===== config.mk =====
export PLATFORM = sky130hd
export DESIGN_NAME = dhcp_lease_pool_server
export DESIGN_NICKNAME = d
export VERILOG_FILES = /design/src/dlps_pkg.sv /design/src/dlps_ram.sv /design/src/dlps_front.sv /design/src/dlps_back.sv /design/src/dhcp_lease_pool_server.sv
export SDC_FILE = /design/constraint.sdc
export NUM_CORES = 1
export LEC_CHECK = 0
export BUFFER_PORTS_ARGS = -buffer_cell sky130_fd_sc_hd__buf_2
export CELL_PAD_IN_SITES_DETAIL_PLACEMENT = 1
export CELL_PAD_IN_SITES_GLOBAL_PLACEMENT = 1
export CORE_MARGIN = 1.5
export CORE_UTILIZATION = 53
export DETAILED_ROUTE_END_ITERATION = 8
export PLACE_DENSITY_LB_ADDON = 0.2
export SYNTH_ARGS = -nofsm -noshare
export SYNTH_HDL_FRONTEND = slang
export SYNTH_SLANG_ARGS = --single-unit

===== constraint.sdc =====
create_clock -name clock -period 9.74 [get_ports clock]
set_input_delay 1.948 -clock clock [delete_from_list [all_inputs] [get_ports clock]]
set_output_delay 1.948 -clock clock [all_outputs]
set_load 0.02 [all_outputs]

===== src/dlps_pkg.sv =====
// ----------------------------------------------------------------------------
// dlps_pkg
// Shared constants, codes, types and the slot address function of the
// lease pool server.
// ----------------------------------------------------------------------------
package dlps_pkg;

   localparam int POOL_SIZE  = 8;
   localparam int IDX_W      = (POOL_SIZE > 1) ? $clog2(POOL_SIZE) : 1;
   localparam int CNT_W      = $clog2(POOL_SIZE + 1);
   localparam int SLOT_SHIFT = 24;

   localparam int ACTION_W = 3;
   localparam int MAC_W    = 48;
   localparam int IP_W     = 32;
   localparam int REPLY_W  = 2;
   localparam int OPT_W    = 5;

   localparam logic [ACTION_W-1:0] ACT_DISCOVER = 3'd0;
   localparam logic [ACTION_W-1:0] ACT_REQUEST  = 3'd1;
   localparam logic [ACTION_W-1:0] ACT_INFORM   = 3'd2;
   localparam logic [ACTION_W-1:0] ACT_DECLINE  = 3'd3;
   localparam logic [ACTION_W-1:0] ACT_RELEASE  = 3'd4;

   localparam logic [REPLY_W-1:0] REPLY_NONE  = 2'd0;
   localparam logic [REPLY_W-1:0] REPLY_OFFER = 2'd1;
   localparam logic [REPLY_W-1:0] REPLY_ACK   = 2'd2;
   localparam logic [REPLY_W-1:0] REPLY_NAK   = 2'd3;

   localparam logic [OPT_W-1:0] OPT_DNS      = 5'd1;
   localparam logic [OPT_W-1:0] OPT_SERVERID = 5'd2;
   localparam logic [OPT_W-1:0] OPT_ROUTER   = 5'd4;
   localparam logic [OPT_W-1:0] OPT_SUBNET   = 5'd8;
   localparam logic [OPT_W-1:0] OPT_LEASE    = 5'(1 << 4);
   localparam logic [OPT_W-1:0] OPTS_INFORM  = OPT_DNS | OPT_SERVERID | OPT_ROUTER | OPT_SUBNET;
   localparam logic [OPT_W-1:0] OPTS_FULL    = OPTS_INFORM | OPT_LEASE;

   typedef enum logic [2:0] {
      OP_DISCOVER,
      OP_REQUEST,
      OP_INFORM,
      OP_FREE,
      OP_NONE
   } op_type;

   typedef struct packed {
      op_type           op;
      logic             mac_zero;
      logic [MAC_W-1:0] mac;
      logic [IP_W-1:0]  req_ip;
      logic [IP_W-1:0]  client_ip;
   } cmd_type;

   typedef struct packed {
      logic [REPLY_W-1:0] reply;
      logic [IP_W-1:0]    your_ip;
      logic [IP_W-1:0]    client_ip_out;
      logic [OPT_W-1:0]   option_set;
   } rsp_type;

   // Entry k owns base + ((POOL_SIZE-1-k) << 24), wrapping at 32 bits.
   function automatic logic [IP_W-1:0] slot_addr(input logic [IP_W-1:0] base,
                                                  input logic [IDX_W-1:0] idx);
      logic [7:0] off;
      off = 8'(POOL_SIZE - 1) - 8'(idx);
      return base + (IP_W'(off) << SLOT_SHIFT);
   endfunction

endpackage


===== src/dlps_ram.sv =====
// ----------------------------------------------------------------------------
// dlps_ram
// Generic single write port, single read port RAM with registered read data.
// ----------------------------------------------------------------------------
module dlps_ram #(
   parameter int WIDTH = 8,
   parameter int DEPTH = 16,
   localparam int AW   = (DEPTH > 1) ? $clog2(DEPTH) : 1
) (
   input  logic             clock,
   input  logic             wr_en,
   input  logic [AW-1:0]    wr_addr,
   input  logic [WIDTH-1:0] wr_data,
   input  logic [AW-1:0]    rd_addr,
   output logic [WIDTH-1:0] rd_data
);

   logic [WIDTH-1:0] mem [DEPTH];
   logic [WIDTH-1:0] rd_data_ff;

   always_ff @(posedge clock) begin
      if (wr_en) begin
         mem[wr_addr] <= wr_data;
      end
      rd_data_ff <= mem[rd_addr];
   end

   assign rd_data = rd_data_ff;

endmodule


===== src/dlps_front.sv =====
// ----------------------------------------------------------------------------
// dlps_front
// Accepts messages, classifies the action and holds them in a two-entry
// command queue for the lookup engine.
// ----------------------------------------------------------------------------
module dlps_front import dlps_pkg::*; (
   input  logic                clock,
   input  logic                reset,
   input  logic                push,
   output logic                full,
   input  logic [ACTION_W-1:0] req_action,
   input  logic [MAC_W-1:0]    req_client_mac,
   input  logic [IP_W-1:0]     req_requested_ip,
   input  logic [IP_W-1:0]     req_client_ip,
   output logic                cmd_valid,
   output cmd_type             cmd_data,
   input  logic                cmd_take
);

   cmd_type    q_ff [2];
   cmd_type    cmd_in;
   logic       wr_ff, wr_in;
   logic       rd_ff, rd_in;
   logic [1:0] cnt_ff, cnt_in;
   logic       push_ok, take_ok;

   always_comb begin
      cmd_in.mac       = req_client_mac;
      cmd_in.mac_zero  = (req_client_mac == '0);
      cmd_in.req_ip    = req_requested_ip;
      cmd_in.client_ip = req_client_ip;
      case (req_action)
         ACT_DISCOVER:             cmd_in.op = OP_DISCOVER;
         ACT_REQUEST:              cmd_in.op = OP_REQUEST;
         ACT_INFORM:               cmd_in.op = OP_INFORM;
         ACT_DECLINE, ACT_RELEASE: cmd_in.op = OP_FREE;
         default:                  cmd_in.op = OP_NONE;
      endcase
   end

   assign full      = (cnt_ff == 2'd2);
   assign cmd_valid = (cnt_ff != 2'd0);
   assign cmd_data  = q_ff[rd_ff];
   assign push_ok   = push && !full;
   assign take_ok   = cmd_take && cmd_valid;

   always_comb begin
      wr_in  = push_ok ? !wr_ff : wr_ff;
      rd_in  = take_ok ? !rd_ff : rd_ff;
      cnt_in = cnt_ff;
      if (push_ok && !take_ok) begin
         cnt_in = cnt_ff + 2'd1;
      end else if (!push_ok && take_ok) begin
         cnt_in = cnt_ff - 2'd1;
      end
   end

   always_ff @(posedge clock) begin
      if (push_ok) begin
         q_ff[wr_ff] <= cmd_in;
      end
      if (reset) begin
         wr_ff  <= 1'b0;
         rd_ff  <= 1'b0;
         cnt_ff <= 2'd0;
      end else begin
         wr_ff  <= wr_in;
         rd_ff  <= rd_in;
         cnt_ff <= cnt_in;
      end
   end

endmodule


===== src/dlps_back.sv =====
// ----------------------------------------------------------------------------
// dlps_back
// Lookup engine: holds the binding table and base address, scans the table
// one entry a cycle for each command, decides the reply, binds or frees
// entries and queues the result in a two-entry output queue.
// ----------------------------------------------------------------------------
module dlps_back import dlps_pkg::*; (
   input  logic            clock,
   input  logic            reset,
   input  logic            csr_wr_en,
   input  logic [IP_W-1:0] csr_wr_data,
   input  logic            cmd_valid,
   input  cmd_type         cmd_data,
   output logic            cmd_take,
   output logic            empty,
   input  logic            pop,
   output rsp_type         rsp_data
);

   typedef enum logic [1:0] {
      ST_IDLE,
      ST_SCAN,
      ST_LOOKUP,
      ST_REPLY
   } state_type;

   state_type            state_ff, state_in;
   cmd_type              cmd_ff, cmd_in;
   logic [IP_W-1:0]      base_ff, base_in;
   logic [POOL_SIZE-1:0] valid_ff, valid_in;
   logic [CNT_W-1:0]     issue_ff, issue_in;
   logic                 pend_ff, pend_in;
   logic [IDX_W-1:0]     pidx_ff, pidx_in;
   logic                 found_ff, found_in;
   logic [IDX_W-1:0]     fidx_ff, fidx_in;
   logic                 cand_ff, cand_in;
   logic [IDX_W-1:0]     cidx_ff, cidx_in;
   logic [IP_W-1:0]      lookup_ff, lookup_in;

   rsp_type              rq_ff [2];
   rsp_type              rsp_in;
   logic                 rq_wr_ff, rq_wr_in;
   logic                 rq_rd_ff, rq_rd_in;
   logic [1:0]           rq_cnt_ff, rq_cnt_in;
   logic                 rq_push, rq_pop;

   logic                 ram_wr_en;
   logic [IDX_W-1:0]     ram_rd_addr;
   logic [MAC_W-1:0]     ram_rd_data;
   logic [MAC_W-1:0]     entry;

   dlps_ram #(
      .WIDTH (MAC_W),
      .DEPTH (POOL_SIZE)
   ) u_table (
      .clock   (clock),
      .wr_en   (ram_wr_en),
      .wr_addr (cidx_ff),
      .wr_data (cmd_ff.mac),
      .rd_addr (ram_rd_addr),
      .rd_data (ram_rd_data)
   );

   // An entry without its valid bit is free and reads as zero.
   assign entry       = valid_ff[pidx_ff] ? ram_rd_data : '0;
   assign ram_rd_addr = issue_ff[IDX_W-1:0];

   always_comb begin
      state_in  = state_ff;
      cmd_in    = cmd_ff;
      base_in   = base_ff;
      valid_in  = valid_ff;
      issue_in  = issue_ff;
      pend_in   = 1'b0;
      pidx_in   = pidx_ff;
      found_in  = found_ff;
      fidx_in   = fidx_ff;
      cand_in   = cand_ff;
      cidx_in   = cidx_ff;
      lookup_in = lookup_ff;
      cmd_take  = 1'b0;
      ram_wr_en = 1'b0;
      rq_push   = 1'b0;
      rsp_in    = '0;

      case (state_ff)
         ST_IDLE: begin
            if (cmd_valid) begin
               cmd_take = 1'b1;
               cmd_in   = cmd_data;
               issue_in = '0;
               found_in = 1'b0;
               cand_in  = 1'b0;
               state_in = ST_SCAN;
            end
         end

         ST_SCAN: begin
            // Reads are issued one a cycle; the RAM registers the data of each.
            if (issue_ff < CNT_W'(POOL_SIZE)) begin
               issue_in = issue_ff + CNT_W'(1);
               pend_in  = 1'b1;
               pidx_in  = issue_ff[IDX_W-1:0];
            end
            if (pend_ff) begin
               if (!cmd_ff.mac_zero && entry == cmd_ff.mac) begin
                  if (!found_ff) begin
                     found_in = 1'b1;
                     fidx_in  = pidx_ff;
                  end
                  if (cmd_ff.op == OP_FREE) begin
                     valid_in[pidx_ff] = 1'b0;
                  end
               end
               if (entry == '0) begin
                  cand_in = 1'b1;
                  cidx_in = pidx_ff;
               end
               if (pidx_ff == IDX_W'(POOL_SIZE - 1)) begin
                  state_in = ST_LOOKUP;
               end
            end
         end

         ST_LOOKUP: begin
            if (cmd_ff.mac_zero) begin
               lookup_in = '0;
            end else if (found_ff) begin
               lookup_in = slot_addr(base_ff, fidx_ff);
            end else if (cand_ff) begin
               lookup_in = slot_addr(base_ff, cidx_ff);
            end else begin
               lookup_in = '0;
            end
            state_in = ST_REPLY;
         end

         ST_REPLY: begin
            case (cmd_ff.op)
               OP_DISCOVER: begin
                  if (lookup_ff != '0) begin
                     rsp_in.reply         = REPLY_OFFER;
                     rsp_in.your_ip       = lookup_ff;
                     rsp_in.client_ip_out = cmd_ff.client_ip;
                     rsp_in.option_set    = OPTS_FULL;
                  end
               end
               OP_REQUEST: begin
                  if (cmd_ff.req_ip != '0 && cmd_ff.req_ip == lookup_ff) begin
                     rsp_in.reply         = REPLY_ACK;
                     rsp_in.your_ip       = cmd_ff.req_ip;
                     rsp_in.client_ip_out = cmd_ff.client_ip;
                     rsp_in.option_set    = OPTS_FULL;
                  end else begin
                     rsp_in.reply = REPLY_NAK;
                  end
               end
               OP_INFORM: begin
                  if (cmd_ff.client_ip != '0 && cmd_ff.client_ip == lookup_ff) begin
                     rsp_in.reply         = REPLY_ACK;
                     rsp_in.client_ip_out = cmd_ff.client_ip;
                     rsp_in.option_set    = OPTS_INFORM;
                  end
               end
               default: begin
                  rsp_in.reply = REPLY_NONE;
               end
            endcase
            if (rq_cnt_ff != 2'd2) begin
               rq_push = 1'b1;
               // A nonzero address without a match means the last free entry
               // was chosen, so the client is bound to it.
               if (cmd_ff.op == OP_DISCOVER && !found_ff && lookup_ff != '0) begin
                  ram_wr_en         = 1'b1;
                  valid_in[cidx_ff] = 1'b1;
               end
               state_in = ST_IDLE;
            end
         end

         default: begin
            state_in = ST_IDLE;
         end
      endcase

      if (csr_wr_en) begin
         base_in  = csr_wr_data;
         valid_in = '0;
      end
   end

   assign empty    = (rq_cnt_ff == 2'd0);
   assign rsp_data = rq_ff[rq_rd_ff];
   assign rq_pop   = pop && !empty;

   always_comb begin
      rq_wr_in  = rq_push ? !rq_wr_ff : rq_wr_ff;
      rq_rd_in  = rq_pop ? !rq_rd_ff : rq_rd_ff;
      rq_cnt_in = rq_cnt_ff;
      if (rq_push && !rq_pop) begin
         rq_cnt_in = rq_cnt_ff + 2'd1;
      end else if (!rq_push && rq_pop) begin
         rq_cnt_in = rq_cnt_ff - 2'd1;
      end
   end

   always_ff @(posedge clock) begin
      cmd_ff    <= cmd_in;
      issue_ff  <= issue_in;
      pidx_ff   <= pidx_in;
      fidx_ff   <= fidx_in;
      cidx_ff   <= cidx_in;
      lookup_ff <= lookup_in;
      if (rq_push) begin
         rq_ff[rq_wr_ff] <= rsp_in;
      end
      if (reset) begin
         state_ff  <= ST_IDLE;
         base_ff   <= '0;
         valid_ff  <= '0;
         pend_ff   <= 1'b0;
         found_ff  <= 1'b0;
         cand_ff   <= 1'b0;
         rq_wr_ff  <= 1'b0;
         rq_rd_ff  <= 1'b0;
         rq_cnt_ff <= 2'd0;
      end else begin
         state_ff  <= state_in;
         base_ff   <= base_in;
         valid_ff  <= valid_in;
         pend_ff   <= pend_in;
         found_ff  <= found_in;
         cand_ff   <= cand_in;
         rq_wr_ff  <= rq_wr_in;
         rq_rd_ff  <= rq_rd_in;
         rq_cnt_ff <= rq_cnt_in;
      end
   end

endmodule


===== src/dhcp_lease_pool_server.sv =====
// ----------------------------------------------------------------------------
// dhcp_lease_pool_server
// Address pool of a DHCP server: binds client hardware addresses to pool
// entries and decides the reply to each message.
// ----------------------------------------------------------------------------
// Usage:
// Messages enter through a queue-style port: a transfer happens at a clock
// edge with push high and full low. Results leave the same way: the oldest
// result is on the rsp_ ports while empty is low and is taken by pop.
// Every message gives exactly one result, with reply code zero when there
// is nothing to send. The base register is written through csr_wr_en and
// csr_wr_data; a write also frees every binding.
// Each message scans the table one entry a cycle through the table RAM's
// read port, then passes through the lookup and reply states; the engine
// takes the next message only once its result is queued. Two messages
// may wait in the command queue meanwhile. Reset clears every binding
// and the base address at once. When the receiver stalls, up to two
// results wait in the output queue; after that the engine holds its
// result and the command queue fills, raising full.
// ----------------------------------------------------------------------------
module dhcp_lease_pool_server import dlps_pkg::*; (
   input  logic                clock,
   input  logic                reset,
   input  logic                push,
   output logic                full,
   input  logic [ACTION_W-1:0] req_action,
   input  logic [MAC_W-1:0]    req_client_mac,
   input  logic [IP_W-1:0]     req_requested_ip,
   input  logic [IP_W-1:0]     req_client_ip,
   output logic                empty,
   input  logic                pop,
   output logic [REPLY_W-1:0]  rsp_reply,
   output logic [IP_W-1:0]     rsp_your_ip,
   output logic [IP_W-1:0]     rsp_client_ip_out,
   output logic [OPT_W-1:0]    rsp_option_set,
   input  logic                csr_wr_en,
   input  logic [IP_W-1:0]     csr_wr_data
);

   logic    cmd_valid;
   logic    cmd_take;
   cmd_type cmd_data;
   rsp_type rsp_data;

   dlps_front u_front (
      .clock            (clock),
      .reset            (reset),
      .push             (push),
      .full             (full),
      .req_action       (req_action),
      .req_client_mac   (req_client_mac),
      .req_requested_ip (req_requested_ip),
      .req_client_ip    (req_client_ip),
      .cmd_valid        (cmd_valid),
      .cmd_data         (cmd_data),
      .cmd_take         (cmd_take)
   );

   dlps_back u_back (
      .clock       (clock),
      .reset       (reset),
      .csr_wr_en   (csr_wr_en),
      .csr_wr_data (csr_wr_data),
      .cmd_valid   (cmd_valid),
      .cmd_data    (cmd_data),
      .cmd_take    (cmd_take),
      .empty       (empty),
      .pop         (pop),
      .rsp_data    (rsp_data)
   );

   assign rsp_reply         = rsp_data.reply;
   assign rsp_your_ip       = rsp_data.your_ip;
   assign rsp_client_ip_out = rsp_data.client_ip_out;
   assign rsp_option_set    = rsp_data.option_set;

endmodule


==> flow_summary.toml <==
[layout]
multiInputGateArea_sq_um = 9483
drive_gt1_frac = 0.3045
fill_cells = 6396
area_growth_pct = 13.81
seq_area_sq_um = 29460
layout.cells.non_filler = 3481
final_nets = 2598
finish.utilization = 0.6117

[sta]
finalHoldViolCount = 0
fmax_mhz = 232.1
worstMarginPinSlew_ps = 1031
setup_violations = 0
rsz0062_at_grt = "false"
whs_ps = 451.9
slew_violations = 0
period_minus_slack_ps = 4309
skew_ps = 37.19
worst_slew_margin_rel = 0.3066
period_share = 0.4424
tns_ps = 0

[synthesis]
ys_warn_count = 0
synth_compound_area_frac = 0.02752
yosys_most_used_dff = "edfxtp_1"
post_synth_fa_ha_maj_area_fraction = 0.005460
synthSimpleGateAreaFrac = 0.05206
netlist_instances = 2167
synth_mux_area_frac = 0.1313
synth_async_sr_flop_share = 0
avgSynthCellArea_sq_um = 18.19
synth_area_sq_um = 39410
synth-xor-area-share = 0.02178
synth_top_family_by_area = "multiplexers"
synth_cell_types = 71
ys_ff_latch = 1015
seq_area_frac_synth = 0.7474
synth_edf_count = 913
syn-num-nets = 2335

[global_routing]
grt_pass1_wl_microns = 147700
grt_usage = 0.2689
grt_max_degree = 73
grt_overflow = 0
antenna_found_initial = 15
grt_pass1_vias = 22420

[placement]
hpwlAfterDp_microns = 64360
placedCellCount = 3287
portBuffers = 224
routabilityCongestion = 0.9007

[clocking]
clock-sinks = 1015
root_buffer = "clkbuf_16"
clkTransAtPathRegs_ps = 60
clk_path_buf_depth = 3
cts_tree = "yes"
cts-resized-gates = 0
cts_buffers = 100
htree_levels = 3
holdBufCountCts = 0
clk-insertion-delay-late_ps = 670
cts_setup_buffers = 0

[drt]
drc_errors = 0
first_pass_iters = 5
drtIter0Drc = 2093
avgViaCountPerCell = 6.077
postRouteAntennaNets = 0
routed_wl_microns = 101500
via_count = 21150
wl_per_cell_microns = 29.15

[critical_path]
arrival_ps = 2360
slowest_stage = "buf_4"
crit_fanout = 68
cp_cell_sequence = "buf_4, mux2_2, buf_2"
timing_worst_setup_path_type = "reg -> out"
required_ps = 7790
slowest_delay_ps = 660
critPathLaunchType = "register"
end_kind = "output pin"

[die]
start_util = 0.5375
pin_count = 225
die_area_sq_um = 76010
fp.dieH_microns = 275.7
fp-row-count = 99
coreArea_sq_um = 73330
die_w_microns = 275.7

[status]
status = "completed"

[pwr]
p_per_area_nw_per_um2 = 288.9
p_leak_nw = 14.75
ir_drop_uv = 148.4

[worst_hold_path]
hp-class = "reg -> reg"

[run]
cap_violations = 0
cell families after synthesis:
kind of cell    Yosys count
flops                  1015
simple gates            388
mux                     367
compound gates          147
buf+inv                 136
xor+xnor                 98
fa+ha+maj                16
flip-flops by register name, indices dropped and copies added (netlist names), 2 cells and up, named ones only:
signal / cells
u_front.q_ff: 232
u_back.base_ff: 32
u_back.u_table.rd_data: 48
u_front.cnt_ff: 2
u_back.pidx_ff: 3
u_back.fidx_ff: 3
u_back.cidx_ff: 3
u_back.state_ff: 2
u_back.valid_ff: 8
u_back.rq_cnt_ff: 2
u_back.cmd_ff: 116
u_back.u_table.mem: 384
u_back.issue_ff: 4
u_back.lookup_ff: 32
u_back.rq_ff: 136
critical path: cells and delay by family (launching register included):
kind                   cells  cell delay [ps]
buffers and inverters      2              830
muxes                      1              440
DFF                        1              320
cells in the final DEF, fill, tap and decap left out, types with 6 or more instances in the layout:
master / n
a311o_1: 6
a21oi_1: 21
nor2_4: 9
buf_4: 29
and2_1: 25
nor4_1: 64
o21ai_0: 14
mux4_2: 96
inv_1: 43
diode_2: 6
or2_2: 9
clkinv_2: 16
nor3_1: 13
ha_1: 14
clkinv_1: 20
a22oi_1: 38
mux2i_1: 36
nor2_1: 112
clkbuf_16: 104
buf_2: 224
a31oi_1: 20
edfxtp_1: 913
xor2_1: 79
nand4_1: 26
nand2_1: 26
clkbuf_1: 25
dfxtp_1: 100
mux2_2: 232
xnor2_1: 19
nand3_1: 23
nor2b_1: 47
clkbuf_8: 8
metal layers:
layer | up-vias | wire length (microns) | global-route usage
li1 | 9060 | - | -
met1 | 11080 | 42560 | 0.3793
met3 | 168 | 7961 | 0.06646
met5 | - | 136 | 0.004386
met4 | 16 | 2267 | 0.08095
met2 | 827 | 48540 | 0.4171
final timing paths:
check / slack [ps] / cells past startpoint / end / startpoint
worst max-delay path: 5430 / 3 / rsp_client_ip_out[4] / register
worst min-delay path: 450 / 0 / u_back.pidx_ff[2] / u_back.issue_ff[2]
worst max register to register: 5850 / 9 / u_back.fidx_ff[0] / u_back.pidx_ff[0]
worst min register to register: 450 / 0 / u_back.pidx_ff[2] / u_back.issue_ff[2]
layout make-up:
| cell class | instances | area share |
|---|---|---|
| antenna | 6 | 0.0003347 |
| clock buffer | 137 | 0.06256 |
| clock inverter | 51 | 0.008535 |
| inverter | 44 | 0.003738 |
| multi-input combinational | 1016 | 0.2114 |
| sequential | 1015 | 0.6568 |
| tap | 959 | 0.02675 |
| timing repair buffer | 253 | 0.02985 |
cells in the mapped netlist (5+ instances only):
master | count | area share
a2111oi_0 | 5 | 0.0011
a21oi_1 | 21 | 0.0027
a22oi_1 | 38 | 0.0072
a311o_1 | 6 | 0.0015
a31oi_1 | 20 | 0.0032
and2_1 | 25 | 0.0040
buf_1 | 19 | 0.0018
buf_6 | 5 | 0.0014
clkbuf_1 | 60 | 0.0057
dfxtp_1 | 102 | 0.052
edfxtp_1 | 913 | 0.70
ha_1 | 14 | 0.0044
inv_1 | 44 | 0.0042
mux2_2 | 232 | 0.066
mux2i_1 | 36 | 0.0091
mux4_2 | 96 | 0.055
nand2_1 | 26 | 0.0025
nand2b_1 | 5 | 0.00079
nand3_1 | 23 | 0.0029
nand4_1 | 26 | 0.0041
nor2_1 | 123 | 0.012
nor2b_1 | 47 | 0.0075
nor3_1 | 15 | 0.0019
nor4_1 | 64 | 0.010
o21ai_0 | 14 | 0.0018
o21ai_1 | 5 | 0.00063
or2_2 | 9 | 0.0014
or3_1 | 5 | 0.00079
xnor2_1 | 19 | 0.0042
xor2_1 | 79 | 0.018
metrics by stage:
step | setup slack (ps) | instance area, sq um | power (W)
6_report | 5431 | 44860 | 0.01296
5_1_grt | 5320 | 44850 | 0.01341
4_1_cts | 5408 | 44840 | 0.01301
3_5_place_dp | 5451 | 41650 | 0.009238
3_3_place_gp | 5492 | 41650 | 0.009107
2_1_floorplan | 2290 | 39410 | 0.008150
report_power, final:
group	switching, W	internal (W)	leakage (nW)
logic	0.00145	0.00112	4.11
clock network	0.00163	0.00213	1.56
registers	0.000873	0.00576	9.08
total	0.00395	0.00900	14.7
No activity file was read; power rests on OpenSTA's default activity.
